==> src/rtl/deque_remove_unique_unit_defines.svh <==
// assertion macros shared by the deque unit
`ifndef DEQUE_REMOVE_UNIQUE_UNIT_DEFINES_SVH
`define DEQUE_REMOVE_UNIQUE_UNIT_DEFINES_SVH

// same-cycle implication, checked out of reset
`define DQRU_ASSERT_IMPL(label, clk, rst_n, ante, cons) \
    label: assert property (@(posedge clk) disable iff (!(rst_n)) (ante) |-> (cons)) \
        else $error("deque unit check failed");

// next-cycle implication, checked out of reset
`define DQRU_ASSERT_NEXT(label, clk, rst_n, ante, cons) \
    label: assert property (@(posedge clk) disable iff (!(rst_n)) (ante) |=> (cons)) \
        else $error("deque unit check failed");

`endif

==> src/rtl/dqru_pkg.sv <==
package dqru_pkg;

    localparam int DATA_W   = 32;
    localparam int MODE_W   = 3;
    localparam int STATUS_W = 2;
    localparam int COUNT_W  = 5;

    localparam logic [MODE_W-1:0] MODE_PUSH_FRONT = 3'd0;
    localparam logic [MODE_W-1:0] MODE_PUSH_BACK  = 3'd1;
    localparam logic [MODE_W-1:0] MODE_POP_FRONT  = 3'd2;
    localparam logic [MODE_W-1:0] MODE_POP_BACK   = 3'd3;
    localparam logic [MODE_W-1:0] MODE_REMOVE     = 3'd4;
    localparam logic [MODE_W-1:0] MODE_UNIQUE     = 3'd5;

    localparam logic [STATUS_W-1:0] STAT_DONE      = 2'd0;
    localparam logic [STATUS_W-1:0] STAT_FULL      = 2'd1;
    localparam logic [STATUS_W-1:0] STAT_EMPTY     = 2'd2;
    localparam logic [STATUS_W-1:0] STAT_NOT_FOUND = 2'd3;

    typedef enum logic [2:0] {
        ST_IDLE,
        ST_WALK,
        ST_FRONT,
        ST_BACK,
        ST_FIN
    } t_state;

endpackage

==> src/rtl/dqru_ram.sv <==
module dqru_ram #(
    parameter int DEPTH = 16
) (
    input  logic                              i_clk,
    input  logic                              i_we,
    input  logic [$clog2(DEPTH)-1:0]          i_waddr,
    input  logic [dqru_pkg::DATA_W-1:0]       i_wdata,
    input  logic [$clog2(DEPTH)-1:0]          i_raddr,
    output logic [dqru_pkg::DATA_W-1:0]       o_rdata
);

    logic [dqru_pkg::DATA_W-1:0] r_mem [DEPTH];
    logic [dqru_pkg::DATA_W-1:0] r_rdata;

    always_ff @(posedge i_clk) begin
        if (i_we) begin
            r_mem[i_waddr] <= i_wdata;
        end
        r_rdata <= r_mem[i_raddr];
    end

    assign o_rdata = r_rdata;

endmodule

==> src/rtl/deque_remove_unique_unit.sv <==
// Double-ended queue of signed 32-bit words kept as a ring in a DEPTH-entry
// single-port-write, registered-read RAM. Every accepted word gives exactly
// one result word (status, count, front, back, removed). Push and pop pass
// from accept through the FRONT, BACK and FIN states to the result;
// remove-value and unique first make one compaction pass that streams every
// live entry through the RAM read port, one entry per cycle, comparing it
// against the search value or the last kept entry and writing kept entries
// back to their new place. The FRONT and BACK states address the front and
// back entries for reading from the RAM. The input is not ready while an
// operation runs; a finished result sits in an output register, so a new
// word can be taken while it waits. Counts and the removed figure are reported modulo 32.
`include "deque_remove_unique_unit_defines.svh"

module deque_remove_unique_unit #(
    parameter int DEPTH = 16
) (
    input  logic                                i_clk,
    input  logic                                i_rst_n,
    input  logic                                i_in_valid,
    output logic                                o_in_ready,
    input  logic [dqru_pkg::MODE_W-1:0]         i_mode,
    input  logic signed [dqru_pkg::DATA_W-1:0]  i_value,
    output logic                                o_out_valid,
    input  logic                                i_out_ready,
    output logic [dqru_pkg::STATUS_W-1:0]       o_status,
    output logic [dqru_pkg::COUNT_W-1:0]        o_count,
    output logic signed [dqru_pkg::DATA_W-1:0]  o_front_value,
    output logic signed [dqru_pkg::DATA_W-1:0]  o_back_value,
    output logic [dqru_pkg::COUNT_W-1:0]        o_removed
);

    localparam int AW = $clog2(DEPTH);
    localparam int CW = $clog2(DEPTH + 1);
    localparam logic [AW:0]   DEPTH_EXT = (AW + 1)'(DEPTH);
    localparam logic [AW-1:0] LAST_SLOT = AW'(DEPTH - 1);
    localparam logic [CW-1:0] DEPTH_CNT = CW'(DEPTH);

    function automatic logic [AW-1:0] f_slot(input logic [AW-1:0] base,
                                             input logic [AW-1:0] offs);
        logic [AW:0] sum;
        sum = {1'b0, base} + {1'b0, offs};
        if (sum >= DEPTH_EXT) begin
            sum = sum - DEPTH_EXT;
        end
        return sum[AW-1:0];
    endfunction

    dqru_pkg::t_state r_state, n_state;

    logic [AW-1:0]                       r_first;
    logic [CW-1:0]                       r_cnt;
    logic                                r_out_valid;

    logic [dqru_pkg::MODE_W-1:0]         r_mode;
    logic signed [dqru_pkg::DATA_W-1:0]  r_val;
    logic [dqru_pkg::STATUS_W-1:0]       r_status;
    logic [CW-1:0]                       r_removed;
    logic [CW-1:0]                       r_rd_idx;
    logic [CW-1:0]                       r_kept;
    logic                                r_pend;
    logic                                r_found;
    logic signed [dqru_pkg::DATA_W-1:0]  r_last;
    logic signed [dqru_pkg::DATA_W-1:0]  r_front;

    logic [dqru_pkg::STATUS_W-1:0]       r_o_status;
    logic [dqru_pkg::COUNT_W-1:0]        r_o_count;
    logic signed [dqru_pkg::DATA_W-1:0]  r_o_front;
    logic signed [dqru_pkg::DATA_W-1:0]  r_o_back;
    logic [dqru_pkg::COUNT_W-1:0]        r_o_removed;

    logic                                in_fire;
    logic                                out_space;
    logic                                is_full;
    logic                                is_empty;
    logic                                rd_more;
    logic                                skip;
    logic                                walk_done;
    logic [CW-1:0]                       cnt_m1;
    logic [AW-1:0]                       first_dec;
    logic [AW-1:0]                       first_inc;
    logic [AW-1:0]                       back_slot;

    logic                                ram_we;
    logic [AW-1:0]                       ram_waddr;
    logic [dqru_pkg::DATA_W-1:0]         ram_wdata;
    logic [AW-1:0]                       ram_raddr;
    logic [dqru_pkg::DATA_W-1:0]         ram_rdata;

    dqru_ram #(
        .DEPTH (DEPTH)
    ) u_ram (
        .i_clk   (i_clk),
        .i_we    (ram_we),
        .i_waddr (ram_waddr),
        .i_wdata (ram_wdata),
        .i_raddr (ram_raddr),
        .o_rdata (ram_rdata)
    );

    assign o_in_ready = (r_state == dqru_pkg::ST_IDLE);
    assign in_fire    = i_in_valid && o_in_ready;
    assign out_space  = !r_out_valid || i_out_ready;
    assign is_full    = (r_cnt == DEPTH_CNT);
    assign is_empty   = (r_cnt == '0);
    assign cnt_m1     = r_cnt - CW'(1);
    assign first_dec  = (r_first == '0) ? LAST_SLOT : r_first - AW'(1);
    assign first_inc  = (r_first == LAST_SLOT) ? '0 : r_first + AW'(1);
    assign back_slot  = f_slot(r_first, cnt_m1[AW-1:0]);
    assign rd_more    = (r_rd_idx != r_cnt);
    assign walk_done  = !rd_more && !r_pend;

    // remove drops the first match only; unique drops repeats of the last kept word
    always_comb begin
        if (r_mode == dqru_pkg::MODE_REMOVE) begin
            skip = !r_found && (ram_rdata == r_val);
        end else begin
            skip = (r_kept != '0) && (ram_rdata == r_last);
        end
    end

    always_comb begin
        n_state = r_state;
        unique case (r_state)
            dqru_pkg::ST_IDLE: begin
                if (in_fire) begin
                    if (i_mode == dqru_pkg::MODE_REMOVE || i_mode == dqru_pkg::MODE_UNIQUE) begin
                        n_state = dqru_pkg::ST_WALK;
                    end else begin
                        n_state = dqru_pkg::ST_FRONT;
                    end
                end
            end
            dqru_pkg::ST_WALK: begin
                if (walk_done) begin
                    n_state = dqru_pkg::ST_FRONT;
                end
            end
            dqru_pkg::ST_FRONT: n_state = dqru_pkg::ST_BACK;
            dqru_pkg::ST_BACK:  n_state = dqru_pkg::ST_FIN;
            dqru_pkg::ST_FIN: begin
                if (out_space) begin
                    n_state = dqru_pkg::ST_IDLE;
                end
            end
            default: n_state = dqru_pkg::ST_IDLE;
        endcase
    end

    always_comb begin
        ram_we    = 1'b0;
        ram_waddr = f_slot(r_first, r_cnt[AW-1:0]);
        ram_wdata = i_value;
        ram_raddr = back_slot;
        unique case (r_state)
            dqru_pkg::ST_IDLE: begin
                if (i_mode == dqru_pkg::MODE_PUSH_FRONT) begin
                    ram_waddr = first_dec;
                end
                ram_we = in_fire && !is_full &&
                         (i_mode == dqru_pkg::MODE_PUSH_FRONT ||
                          i_mode == dqru_pkg::MODE_PUSH_BACK);
            end
            dqru_pkg::ST_WALK: begin
                ram_raddr = f_slot(r_first, r_rd_idx[AW-1:0]);
                ram_we    = r_pend && !skip;
                ram_waddr = f_slot(r_first, r_kept[AW-1:0]);
                ram_wdata = ram_rdata;
            end
            dqru_pkg::ST_FRONT: ram_raddr = r_first;
            dqru_pkg::ST_BACK:  ram_raddr = back_slot;
            dqru_pkg::ST_FIN:   ram_raddr = back_slot;
            default: ram_raddr = back_slot;
        endcase
    end

    // control state
    always_ff @(posedge i_clk) begin
        if (!i_rst_n) begin
            r_state     <= dqru_pkg::ST_IDLE;
            r_first     <= '0;
            r_cnt       <= '0;
            r_out_valid <= 1'b0;
        end else begin
            r_state <= n_state;
            if (in_fire) begin
                unique case (i_mode)
                    dqru_pkg::MODE_PUSH_FRONT: begin
                        if (!is_full) begin
                            r_first <= first_dec;
                            r_cnt   <= r_cnt + CW'(1);
                        end
                    end
                    dqru_pkg::MODE_PUSH_BACK: begin
                        if (!is_full) begin
                            r_cnt <= r_cnt + CW'(1);
                        end
                    end
                    dqru_pkg::MODE_POP_FRONT: begin
                        if (!is_empty) begin
                            r_first <= first_inc;
                            r_cnt   <= cnt_m1;
                        end
                    end
                    dqru_pkg::MODE_POP_BACK: begin
                        if (!is_empty) begin
                            r_cnt <= cnt_m1;
                        end
                    end
                    default: ;
                endcase
            end
            if (r_state == dqru_pkg::ST_WALK && walk_done) begin
                r_cnt <= r_kept;
            end
            if (r_state == dqru_pkg::ST_FIN && out_space) begin
                r_out_valid <= 1'b1;
            end else if (i_out_ready) begin
                r_out_valid <= 1'b0;
            end
        end
    end

    // operation payload and the compaction pass
    always_ff @(posedge i_clk) begin
        if (in_fire) begin
            r_mode    <= i_mode;
            r_val     <= i_value;
            r_rd_idx  <= '0;
            r_kept    <= '0;
            r_pend    <= 1'b0;
            r_found   <= 1'b0;
            unique case (i_mode) inside
                dqru_pkg::MODE_PUSH_FRONT, dqru_pkg::MODE_PUSH_BACK: begin
                    r_status  <= is_full ? dqru_pkg::STAT_FULL : dqru_pkg::STAT_DONE;
                    r_removed <= CW'(0);
                end
                dqru_pkg::MODE_POP_FRONT, dqru_pkg::MODE_POP_BACK: begin
                    r_status  <= is_empty ? dqru_pkg::STAT_EMPTY : dqru_pkg::STAT_DONE;
                    r_removed <= is_empty ? CW'(0) : CW'(1);
                end
                default: begin
                    r_status  <= dqru_pkg::STAT_DONE;
                    r_removed <= CW'(0);
                end
            endcase
        end
        if (r_state == dqru_pkg::ST_WALK) begin
            r_pend <= rd_more;
            if (rd_more) begin
                r_rd_idx <= r_rd_idx + CW'(1);
            end
            if (r_pend) begin
                if (skip) begin
                    r_found <= 1'b1;
                end else begin
                    r_kept <= r_kept + CW'(1);
                    r_last <= ram_rdata;
                end
            end
            if (walk_done) begin
                r_removed <= r_cnt - r_kept;
                if (r_mode == dqru_pkg::MODE_REMOVE && !r_found) begin
                    r_status <= dqru_pkg::STAT_NOT_FOUND;
                end
            end
        end
        if (r_state == dqru_pkg::ST_BACK) begin
            r_front <= ram_rdata;
        end
        if (r_state == dqru_pkg::ST_FIN && out_space) begin
            r_o_status  <= r_status;
            r_o_count   <= dqru_pkg::COUNT_W'(r_cnt);
            r_o_removed <= dqru_pkg::COUNT_W'(r_removed);
            r_o_front   <= is_empty ? '0 : r_front;
            r_o_back    <= is_empty ? '0 : ram_rdata;
        end
    end

    assign o_out_valid   = r_out_valid;
    assign o_status      = r_o_status;
    assign o_count       = r_o_count;
    assign o_front_value = r_o_front;
    assign o_back_value  = r_o_back;
    assign o_removed     = r_o_removed;

    `DQRU_ASSERT_IMPL(a_cnt_bounded, i_clk, i_rst_n, 1'b1, r_cnt <= DEPTH_CNT)
    `DQRU_ASSERT_IMPL(a_write_behind_read, i_clk, i_rst_n, r_state == dqru_pkg::ST_WALK, r_kept <= r_rd_idx)
    `DQRU_ASSERT_NEXT(a_busy_after_accept, i_clk, i_rst_n, in_fire, !o_in_ready)
    `DQRU_ASSERT_IMPL(a_removed_means_done, i_clk, i_rst_n, o_out_valid && o_removed != '0, o_status == dqru_pkg::STAT_DONE)

endmodule
==> config.mk <==
export PLATFORM = sky130hd
export DESIGN_NAME = deque_remove_unique_unit
export DESIGN_NICKNAME = d
export VERILOG_FILES = /design/src/rtl/dqru_pkg.sv /design/src/rtl/dqru_ram.sv /design/src/rtl/deque_remove_unique_unit.sv
export VERILOG_INCLUDE_DIRS = /design/src /design/src/rtl
export SDC_FILE = /design/constraint.sdc
export NUM_CORES = 1
export LEC_CHECK = 0
export BUFFER_PORTS_ARGS = -buffer_cell sky130_fd_sc_hd__buf_2
export CAP_MARGIN = 10
export CORE_MARGIN = 4
export CORE_UTILIZATION = 61
export DETAILED_ROUTE_END_ITERATION = 12
export HOLD_SLACK_MARGIN = 0.08
export PLACE_DENSITY = 0.83
export SLEW_MARGIN = 20
export SYNTH_ARGS = -nofsm -noshare
export SYNTH_HDL_FRONTEND = slang
export SYNTH_SLANG_ARGS = --single-unit
==> constraint.sdc <==
create_clock -name i_clk -period 9.45 [get_ports i_clk]
set_input_delay 0.945 -clock i_clk [delete_from_list [all_inputs] [get_ports i_clk]]
set_output_delay 0.945 -clock i_clk [all_outputs]
set_load 0.005 [all_outputs]
### After elaboration in Yosys (flattened, before gate mapping)

Memories as Yosys holds them, arrays and structs flattened. A register that Yosys moved wholly into a read port is not among the register bits.
Index checks and enable logic that the tools add are counted.

| word-level totals | value |
|---|---|
| register bits after elaboration | 207 |
| latch bits | 0 |
| bits in writable memories | 512 |
| bits in read-only memories | 0 |
| output and inout bits | 78 |
| memories | 1 |

| cells by class | value |
|---|---|
| add/subtract/negate cells | 15 |
| multiply operators | 0 |
| div/mod/pow operators | 0 |
| magnitude comparators | 4 |
| equal/unequal tests | 22 |
| shift operators | 0 |
| muxes and demuxes | 54 |
| bitwise operators | 1 |
| reductions and logical operators | 35 |

Memory list:

| memory | words | width | rd ports | clocked after memory_dff | wr ports | line | text |
|---|---|---|---|---|---|---|---|
| u_ram.r_mem | 16 | 32 | 1 | 1 | 1 | dqru_ram.sv:12 | `logic [dqru_pkg::DATA_W-1:0] r_mem [DEPTH];` |

Operators with widths:

| operator | count |
|---|---|
| two-way mux 5 bit | 14 |
| equality test 32 bit | 2 |
| two-way mux 4 bit | 9 |
| two-way mux 32 bit | 1 |
| one-hot mux 4 bit (2 select lines) | 3 |
| adder 4 x 4 -> 5 bit | 4 |
| greater-or-equal comparator 5 bit (second input constant) | 4 |
| subtractor 4 x 1 -> 4 bit (second input constant) | 5 |
| adder 5 x 1 -> 5 bit (second input constant) | 3 |
| one-hot mux 3 bit (5 select lines) | 1 |
| two-way mux 1 bit | 14 |
| equality test 3 x 2 -> 1 bit (second input constant) | 4 |
| equality test 3 bit (second input constant) | 4 |
| two-way mux 2 bit | 6 |
| logical AND 1 bit | 10 |
| one-hot mux 5 bit (2 select lines) | 1 |
| two-way mux 3 bit | 3 |
| != test 2 bit (second input constant) | 4 |
| AND reduction 4 bit | 2 |
| nonzero test 2 bit | 4 |
| equality test 3 x 1 -> 1 bit (second input constant) | 2 |
| logical NOT 1 bit | 6 |
| logical NOT 3 bit | 2 |
| != test 3 x 2 -> 1 bit (second input constant) | 2 |
| 17 further kinds | 21 |

### Depth between registers and ports, before layout

Gate-level depths: netlist (run 1).

| depth | value |
|---|---|
| depth after elaboration | 8 |
| gate-level depth with buffers | 17 |

### Cells and area by module

A second synthesis (run 1) with hierarchy kept.

| unflattened totals | value |
|---|---|
| cell total of the unflattened synthesis | 1598 |
| area, all modules | 29173.0 um2 |

Modules (own cells, without submodules):

| module | instances | cells an instance | area each (um2) | sequential area each (um2) |
|---|---|---|---|---|
| dqru_ram | 1 | 838 | 19835.3 | 16015.4 |
| deque_remove_unique_unit | 1 | 760 | 9337.7 | 5905.7 |

### Worst setup path after synthesis (run 1)

OpenSTA, ideal clock, no wires.

| timing | value |
|---|---|
| path type | input-to-reg |
| start point | in i_mode[1] in the netlist's numbering |
| end point | mem u_ram.r_mem[1][0] in the netlist's numbering (enable) |
| library setup time | 595 ps |
| arrival | 7159 ps |
| path slack | 1696 ps |
| cell stages on the path | 7 |
| path buffers | 2 |
| cells stage by stage | clkbuf_1 or3_1 nor2_1 a211oi_1 or2_1 clkbuf_1 a2111oi_0 |

| on the way | value |
|---|---|
| cells in the longest elaborated chain, start to end | 6 |

Ends and longest elaborated chain:

| item | line | text |
|---|---|---|
| start, declared | deque_remove_unique_unit.sv:21 | `input logic [dqru_pkg::MODE_W-1:0] i_mode,` |
| equality test 3 x 1 -> 1 bit or logical NOT 3 bit (tied branches) | deque_remove_unique_unit.sv:161, deque_remove_unique_unit.sv:156, deque_remove_unique_unit.sv:160 |  |
| logical OR 1 bit | deque_remove_unique_unit.sv:160 | `(i_mode == dqru_pkg::MODE_PUSH_FRONT \|\|` |
| logical AND 1 bit | deque_remove_unique_unit.sv:159 | `ram_we = in_fire && !is_full &&` |
| one-hot mux 1 bit (2 select lines) | deque_remove_unique_unit.sv:154 | `unique case (r_state)` |
| two-way mux 1 bit | dqru_ram.sv:16 | `if (i_we) begin` |
| two-way mux 1 bit (implied by the code) | dqru_ram.sv:17 | `r_mem[i_waddr] <= i_wdata;` |
| end, declared | dqru_ram.sv:12 |  |

Parallel ways exist; a longest one is shown, timed or not.

### Final worst setup path (run 1)

| timing | value |
|---|---|
| start point | reg r_state[2] |
| end point | reg u_ram.r_rdata, in the netlist u_ram.o_rdata[18], read port of u_ram.r_mem |

| on the way | value |
|---|---|
| cells in the longest elaborated chain, start to end | 2 |

Ends and longest elaborated chain:

| item | line | text |
|---|---|---|
| start, declared | deque_remove_unique_unit.sv:48 | `dqru_pkg::t_state r_state, n_state;` |
| start signal, assigned | deque_remove_unique_unit.sv:179 | `r_state <= dqru_pkg::ST_IDLE;` |
| start signal, assigned | deque_remove_unique_unit.sv:184 | `r_state <= n_state;` |
| equality test 3 x 2 -> 1 bit or equality test 3 x 1 -> 1 bit (tied branches) | deque_remove_unique_unit.sv:154 |  |
| one-hot mux 4 bit (2 select lines) * | deque_remove_unique_unit.sv:154 |  |
| end, declared | dqru_ram.sv:13 | `logic [dqru_pkg::DATA_W-1:0] r_rdata;` |

Mark *: on every way between the ends. The rest lies on a longest branch, timed or not.
A chain may end at the register's enable or synchronous reset.

==> qor.yml, run 1 <==
outcome: "finished clean"
wl_um: 65400
worstMarginPinSlew_ps: 1090
cts-root-buf: "clkbuf_16"
finalCriticalPeriod_ps: 4770
grt_usage_pct: 24.5
vias: 15900
min_from: "r_status[1]"
ys_seq_elements: 751
cts_tree: "built"
hold_buffers: 0
max-clock-path-buffers: 3
finClkSkew_ps: 21.9
p_leak_nw: 12.0
multi_input_comb_area_sq_um: 7900
fp.dieH_um: 230
io_pins: 117
async_flop_share_pct: 0
maxCapViolCount: 0
p_clk_share_pct: 28.1
timing.hold.ws_ps: 425
comb_power_share_pct: 27.8
netlist_area_sq_um: 30200
hold_depth: 0
r2r_cells: 13
start_util_pct: 61.6
finalCritPeriodShare_pct: 50.5
dp.cells: 2450
grt-busiest-layer: "met2"
avgSynthCellArea_sq_um: 17.5
hold_path_class: "flip-flop to flip-flop"
r2r_start: "r_state[2]"
p_int_mw: 6.75
insertion_delay_ps: 610
synth_edf_count: 688
drive_above_1_share_pct: 18.2
dieArea_sq_um: 53000
postRouteAntennaNets: 0
total_power_mw: 9.78
clock_sinks: 751
grt_pass1_wl_um: 97900
critPathMaxFanout: 47
htree_levels: 3
use_met2_pct: 40.6
regArea_sq_um: 21900
drv_slew: 0
first_pass_iters: 6
vias_per_cell: 6.17
ys_types: 61
pwr-share-seq_pct: 44.1
post-cts-setup-buffers: 0
synth_nets: 1784
nFillCells: 2958
syn_inst: 1720
startpoint: "r_state[2]"
drt_iter0_drc: 2037
io_buffer_count: 116
ys.flop_type: "edfxtp_1"
max_freq_ghz: 0.210
timing.rr.end: "u_ram.o_rdata[18]"
setup.worst_path.end_class: "flip-flop"
grt.met1_usage_pct: 33.1
fin_tns_setup_ps: 0
setup_viol: 0
layout-area-overhead-vs-synth_pct: 12.1
clkTransAtPathRegs_ps: 60
layout.nets: 1924
rsz0062_at_grt: "no"
antenna_found_initial: 2
ys_warn_count: 0
grt_max_degree: 96
start_kind: "flip-flop"
hold_violations: 0
maxSlewHeadroom_pct: 27.3
power_switching_mw: 3.03
power.density_nw_per_um2: 289
stdcell_count: 2583
routabilityCongestion: 0.860
cts_buffers: 72
grt_pass1_vias: 16000
core_sq_um: 49000
cts_resized: 0
grt_overflow_total: 0
grt.met3_usage_pct: 4.81
crit_arrival_ps: 5230
dpl.hpwl_um: 36500
ys_seq_area_share_pct: 72.7
ir_worst_vdd_v: 0.000172
rows: 81
whs_endpoint: "o_status[1]"
criticalPathCategory: "flip-flop to flip-flop"
worstPathRequired_ps: 9910
drt-wirelength-per-cell_um: 25.3
ff2ff_setup_slack_ps: 4680
route.detailed.drc: 0
swShare_pct: 31.0
die_x_um: 230
==> area by class of cell <==
cell class | instances | area share, %
antenna | 1 | 0.00741
clock buffer | 97 | 5.79
clock inverter | 35 | 0.867
inverter | 18 | 0.200
multi-input combinational | 871 | 23.4
sequential | 751 | 64.9
tap | 664 | 2.46
timing repair buffer | 146 | 2.42
==> cells by family after synthesis <==
group | synth area share, %
mux | 14.5
fa+ha+maj | 1.14
compound gates | 2.15
buf+inv | 1.80
simple gates | 5.15
flops | 72.7
xor+xnor | 2.55
==> cells in the final DEF, fill, tap and decap left out, types with 6 or more instances in the layout <==
| cell type | Yosys | layout |
|---|---|---|
| a2111oi_2 | 0 | 8 |
| dfxtp_1 | 63 | 63 |
| nor3_1 | 9 | 9 |
| clkbuf_16 | 0 | 73 |
| o21ai_0 | 23 | 23 |
| clkbuf_1 | 23 | 20 |
| edfxtp_1 | 688 | 688 |
| mux2i_1 | 292 | 291 |
| xor2_1 | 71 | 71 |
| a21oi_1 | 17 | 16 |
| mux4_2 | 64 | 64 |
| a211oi_4 | 0 | 8 |
| buf_2 | 32 | 116 |
| clkinv_1 | 0 | 9 |
| nor2_1 | 20 | 18 |
| nand2_1 | 132 | 132 |
| and2_1 | 7 | 6 |
| buf_4 | 8 | 29 |
| inv_1 | 16 | 15 |
| nand2b_1 | 8 | 8 |
| nor4_1 | 16 | 16 |
| clkinv_2 | 0 | 15 |
| nor2b_1 | 68 | 67 |
| xnor2_1 | 15 | 15 |
| nand3_1 | 19 | 19 |
| ha_1 | 21 | 21 |
==> cells in the mapped netlist, types with 2 or more instances <==
library cell	n	area share, %
o21a_1	3	0.075
o22ai_1	2	0.041
a2111oi_1	2	0.066
a21oi_1	17	0.28
inv_1	16	0.20
inv_2	2	0.025
o31ai_1	5	0.12
a21o_1	5	0.12
buf_1	3	0.037
buf_4	8	0.20
o211ai_1	2	0.050
o221ai_1	4	0.12
xnor2_1	15	0.44
nand2_1	132	1.6
a211oi_1	11	0.27
o21ai_0	23	0.38
a2111oi_0	7	0.20
fa_1	4	0.27
mux2i_1	292	9.7
or3b_1	2	0.058
nor4b_1	3	0.087
clkbuf_1	23	0.29
mux4_2	64	4.8
edfxtp_1	688	69
nor2_1	20	0.25
or4_1	4	0.10
a221o_1	2	0.066
nor4_1	16	0.33
buf_6	14	0.52
nor2b_1	68	1.4
a21boi_0	4	0.10
nand3_1	19	0.32
a31oi_1	3	0.062
xor2_1	71	2.1
ha_1	21	0.87
buf_2	32	0.53
nor3_1	9	0.15
and2_1	7	0.15
nand4_1	3	0.062
dfxtp_1	63	4.2
nand2b_1	8	0.17
or3_1	4	0.083
==> flip-flops by register name (all words and copies together), names as in the netlist, 2 cells and up <==
signal	cells
r_val	32
r_kept	5
o_count	5
o_front_value	32
r_rd_idx	5
o_removed	5
u_ram.o_rdata	32
r_status	2
u_ram.r_mem	512
r_last	32
r_front	32
o_back_value	32
o_status	2
r_cnt	5
r_first	4
r_state	3
r_mode	3
r_removed	5
==> power by group through the flow <==
stage	clock network, mW	registers (mW)	logic, mW
after global placement	0	4.36	2.58
after CTS	2.78	4.30	2.72
after detailed placement	0	4.37	2.66
after global routing	2.93	4.33	2.91
after floorplan	0	4.21	2.19
final	2.75	4.31	2.72
==> critical path, stage by stage, from the launching register on <==
cell and delay (ps):
dfxtp_1 600, or3b_4 680, nor2_1 100, a21oi_1 160
ha_1 200, inv_1 70, fa_1 400, xor2_1 200
nand2_2 90, o21ai_4 330, buf_4 850, mux4_2 590
mux2i_1 180, mux2i_1 120
==> worst max path at each step <==
| stage | endpoint | slack (ps) | depth (start not counted) |
|---|---|---|---|
| 2_1_floorplan | u_ram.r_mem[1][0] | 1700 | 7 |
| 3_3_place_gp | u_ram.o_rdata[18] | 4540 | 13 |
| 3_5_place_dp | u_ram.o_rdata[18] | 4390 | 13 |
| 4_1_cts | u_ram.o_rdata[18] | 4340 | 13 |
| 5_1_grt | u_ram.o_rdata[18] | 4270 | 13 |
| 6_report | u_ram.o_rdata[18] | 4680 | 13 |
==> metal layers <==
| metal | share of wire [%] | vias to the layer above | wire length (um) |
|---|---|---|---|
| met5 | 0 | - | 0 |
| met4 | 2.9 | 0 | 1920 |
| met3 | 8.6 | 130 | 5640 |
| met2 | 50 | 865 | 32500 |
| met1 | 39 | 8044 | 25400 |
| li1 | - | 6894 | - |
==> metrics by stage <==
step | util [%] | instance area [sq um] | setup slack, ps
final | 69.0 | 33800 | 4680
after global routing | 69.0 | 33800 | 4270
after CTS | 69.0 | 33800 | 4340
after detailed placement | 64.4 | 31500 | 4390
after global placement | 64.4 | 31500 | 4540
after floorplan | - | 30200 | 1700
Note: power is estimated with default switching activity, not from simulation.
==> run 2: changes to the inputs <==
--- a/config.mk
+++ b/config.mk
@@ -6,13 +6,14 @@
 export SDC_FILE = /design/constraint.sdc
 export NUM_CORES = 1
 export LEC_CHECK = 0
+export ABC_AREA = 1
 export BUFFER_PORTS_ARGS = -buffer_cell sky130_fd_sc_hd__buf_2
 export CAP_MARGIN = 10
 export CORE_MARGIN = 4
-export CORE_UTILIZATION = 61
+export CORE_UTILIZATION = 56
 export DETAILED_ROUTE_END_ITERATION = 12
 export HOLD_SLACK_MARGIN = 0.08
-export PLACE_DENSITY = 0.83
+export PLACE_DENSITY = 0.8
 export SLEW_MARGIN = 20
 export SYNTH_ARGS = -nofsm -noshare
 export SYNTH_HDL_FRONTEND = slang
==> constraint.sdc (replaced) <==
create_clock -name i_clk -period 3.9 [get_ports i_clk]
set_input_delay 0.39 -clock i_clk [delete_from_list [all_inputs] [get_ports i_clk]]
set_output_delay 0.39 -clock i_clk [all_outputs]
set_load 0.005 [all_outputs]
==> run 2 against run 1 <==
Compared with the run above: synthesized area increased by 3.7%; first-iteration DRC count is 21% higher; register-to-register slack lost 4500 ps; sequential share of layout area decreased by 3.7 points; worst hold slack got worse by 280 ps; fmax rose by 30%; cell count grew 44%; sequential cell count is the same; die area up 13%; global-route usage is 0.77 points higher; non-clock buffer count is 67 higher; setup slack worse by 4500 ps; highest routed layer unchanged.
==> qor.yml, run 2 <==
outcome: "finished clean"
wl_um: 76600  # +17%
clock_sinks: 751  # unchanged
vias: 21200  # +33%
synth_nets: 2813  # +58%
route.detailed.drc: 0  # unchanged
worstPathRequired_ps: 4460  # -5450 ps
max-clock-path-buffers: 3  # unchanged
io_pins: 117  # unchanged
grt-busiest-layer: "met2"
grt_pass1_wl_um: 117000  # +20%
drt-wirelength-per-cell_um: 20.6  # -19%
critPathMaxFanout: 128  # +170%
grt_usage_pct: 25.3  # +0.77 points
vias_per_cell: 5.70  # -7.5%
finalCritPeriodShare_pct: 94.3  # +44 points
r2r_cells: 16  # +3
grt.met1_usage_pct: 33.4  # +0.30 points
grt.met3_usage_pct: 3.66  # -1.1 points
dp_slack_ps: 332  # -4060 ps
routabilityCongestion: 0.901  # +4.8%
fin_ws_ps: 222  # -4460 ps
maxSlewHeadroom_pct: 33.3  # +6.0 points
rows: 86  # +6.2%
cts_buffers: 71  # -1.4%
maxCapViolCount: 0  # unchanged
fin_tns_setup_ps: 0  # unchanged
crit_arrival_ps: 4240  # -990 ps
layout_commonest_cell: "edfxtp_1"
final_core_util_pct: 64.9  # -4.1 points
yosys-top-cells-area: "edfxtp_1 (66%), nand2_1 (8.0%), dfxtp_1 (4.0%)"
drt_iter0_drc: 2468  # +21%
synth_edf_count: 688  # unchanged
insertion_delay_ps: 620  # about the same
setup_viol: 0  # unchanged
finalCriticalPeriod_ps: 3680  # -1090 ps
io_buffer_count: 116  # unchanged
layout-area-overhead-vs-synth_pct: 14.6
r2r_start: "r_cnt[1]"
clkTransAtPathRegs_ps: 60  # about the same
synth_top_cell_by_area: "edfxtp_1"
dieArea_sq_um: 59700  # +13%
timing.rr.end: "u_ram.o_rdata[7]"
max_freq_ghz: 0.272  # +30%
antenna_found_initial: 0  # -2
regMostFlops: "u_ram.r_mem"
drive_above_1_share_pct: 10.6  # -7.6 points
fp.dieH_um: 244  # +6.1%
dpl.hpwl_um: 41600  # +14%
ys_seq_elements: 751  # unchanged
regArea_sq_um: 21900  # unchanged
grt_pass1_vias: 20800  # +29%
nFillCells: 3706  # +25%
ys_types: 43  # -30%
async_flop_share_pct: 0  # unchanged
multi_input_comb_area_sq_um: 7690  # -2.6%
yosysTopAreaCellShare_pct: 66.1  # -2.5 points
rsz0062_at_grt: "no"
ys_seq_area_share_pct: 70.1  # -2.6 points
ff2ff_setup_slack_ps: 220  # -4460 ps
netlist_area_sq_um: 31300  # +3.7%
grt_overflow_total: 0  # unchanged
core_sq_um: 55200  # +13%
use_met2_pct: 42.4  # +1.8 points
criticalPathCategory: "flip-flop to flip-flop"
first_pass_iters: 6  # unchanged
largest_register_ffs: 512  # unchanged
worstMarginPinSlew_ps: 1000  # -90.2 ps
cts-root-buf: "clkbuf_16"
start_util_pct: 56.7  # -4.9 points
ys_warn_count: 0  # unchanged
syn_inst: 2749  # +60%
hold_depth: 3  # +3
final_cell_mix: "edfxtp_1 (688), nand2_1 (664), inv_1 (312)"
postRouteAntennaNets: 0  # unchanged
synth_most_common_cell: "edfxtp_1"
start_kind: "flip-flop"
diodes: 0  # -1
drv_slew: 0  # unchanged
htree_levels: 3  # unchanged
setup.worst_path.end_class: "flip-flop"
whs_endpoint: "r_first[3]"
grt_max_degree: 129  # +34%
hold_violations: 0  # unchanged
cts_tree: "built"
hold_path_class: "input pin to flip-flop"
netlist_top_cells_count: "edfxtp_1 (688), nand2_1 (664), inv_1 (312), nor2_1 (257), o21ai_0 (190)"
finClkSkew_ps: 32.6  # +10.7 ps
post-cts-setup-buffers: 0  # unchanged
min_from: "i_rst_n"
ys.flop_type: "edfxtp_1"
avgSynthCellArea_sq_um: 11.4  # -35%
layout.nets: 2970  # +54%
die_x_um: 244  # +6.1%
-- run 2: cell count changes in the layout (fill, tap and decap cells not counted), moves of 29 or more --
cell           before  now
nor2b_1            67    0
nor2_1             18  241
dlygate4sd3_1       0   35
mux4_2             64    0
o211ai_1            2  133
o21ai_0            23  190
xnor2_1            15   44
nand3_1            19   69
inv_1              15  312
nand2_1           132  664
a21oi_1            16   46
xor2_1             71   26
mux2i_1           291    1
o21ai_1             0   51
-- run 2: kinds of logic (layout without fill, tap and decap cells) --
logic type | Yosys count | count (layout) | share of synthesized area (%)
AOI/OAI and AO/OA | 440 | 440 | 8.29
xor gates and xnor gates | 70 | 70 | 1.96
adders and majority gates | 25 | 25 | 1.10
buffers and inverters | 445 | 661 | 5.85
DFF | 751 | 751 | 70.1
muxes | 1 | 1 | 0.0320
and+or+nand+nor | 1017 | 1017 | 12.7
-- run 2: how the worst max path moves through the flow --
stage                     from                 end  slack (ps)  cells after the start
global route          r_cnt[1]    u_ram.o_rdata[8]           6                     16
finish                r_cnt[1]    u_ram.o_rdata[7]         220                     16
detailed placement    r_cnt[1]   u_ram.o_rdata[30]         330                     16
floorplan           r_first[0]  u_ram.r_mem[10][0]         400                      9
global placement      r_cnt[1]   u_ram.o_rdata[28]         460                     16
CTS                   r_cnt[1]   u_ram.o_rdata[30]         300                     16
-- run 2: metal layers --
layer	up-vias	routed length (um)
met5	-	0
met4	0	2920
met3	218	7650
met2	1197	37800
met1	10100	28200
li1	9626	-
-- run 2: area by class of cell --
type	count	area share, %
Clock inverter	26	0.751
Clock buffer	106	5.87
Multi-Input combinational cell	1553	21.5
Sequential cell	751	61.2
Timing Repair Buffer	213	4.78
Inverter	316	3.31
Tap cell	748	2.61
-- run 2: worst max-delay path: stages, from the launching register on --
cell,delay [ps]
dfxtp_1,530
inv_1,210
ha_1,340
or2_2,290
o21ai_0,130
inv_1,100
fa_1,440
inv_1,60
nand2_1,80
o21ai_4,130
buf_16,400
o211ai_1,220
nand2_1,120
nand2_1,80
nand2_1,110
nand3_1,110
nand2_1,90
-- run 2: timing repair --
action	in CTS	in global routing
resized for setup	0	1
setup endpoints to repair	0	3
hold buffers	35	0
hold endpoints to repair	35	0
-- run 2: through the flow --
step / cells / hold WS (ps) / area (sq um)
finish: 3713 / 147 / 35800
global route: 3713 / 137 / 35800
floorplan: 2749 / 406 / 31300
global placement: 3545 / 415 / 33100
detailed placement: 3546 / 422 / 33100
CTS: 3713 / 114 / 35800
Power of run 2 is left out: the tool's default activity adds up to more than one toggle a clock period on the data nets, which glitch-free logic cannot reach.
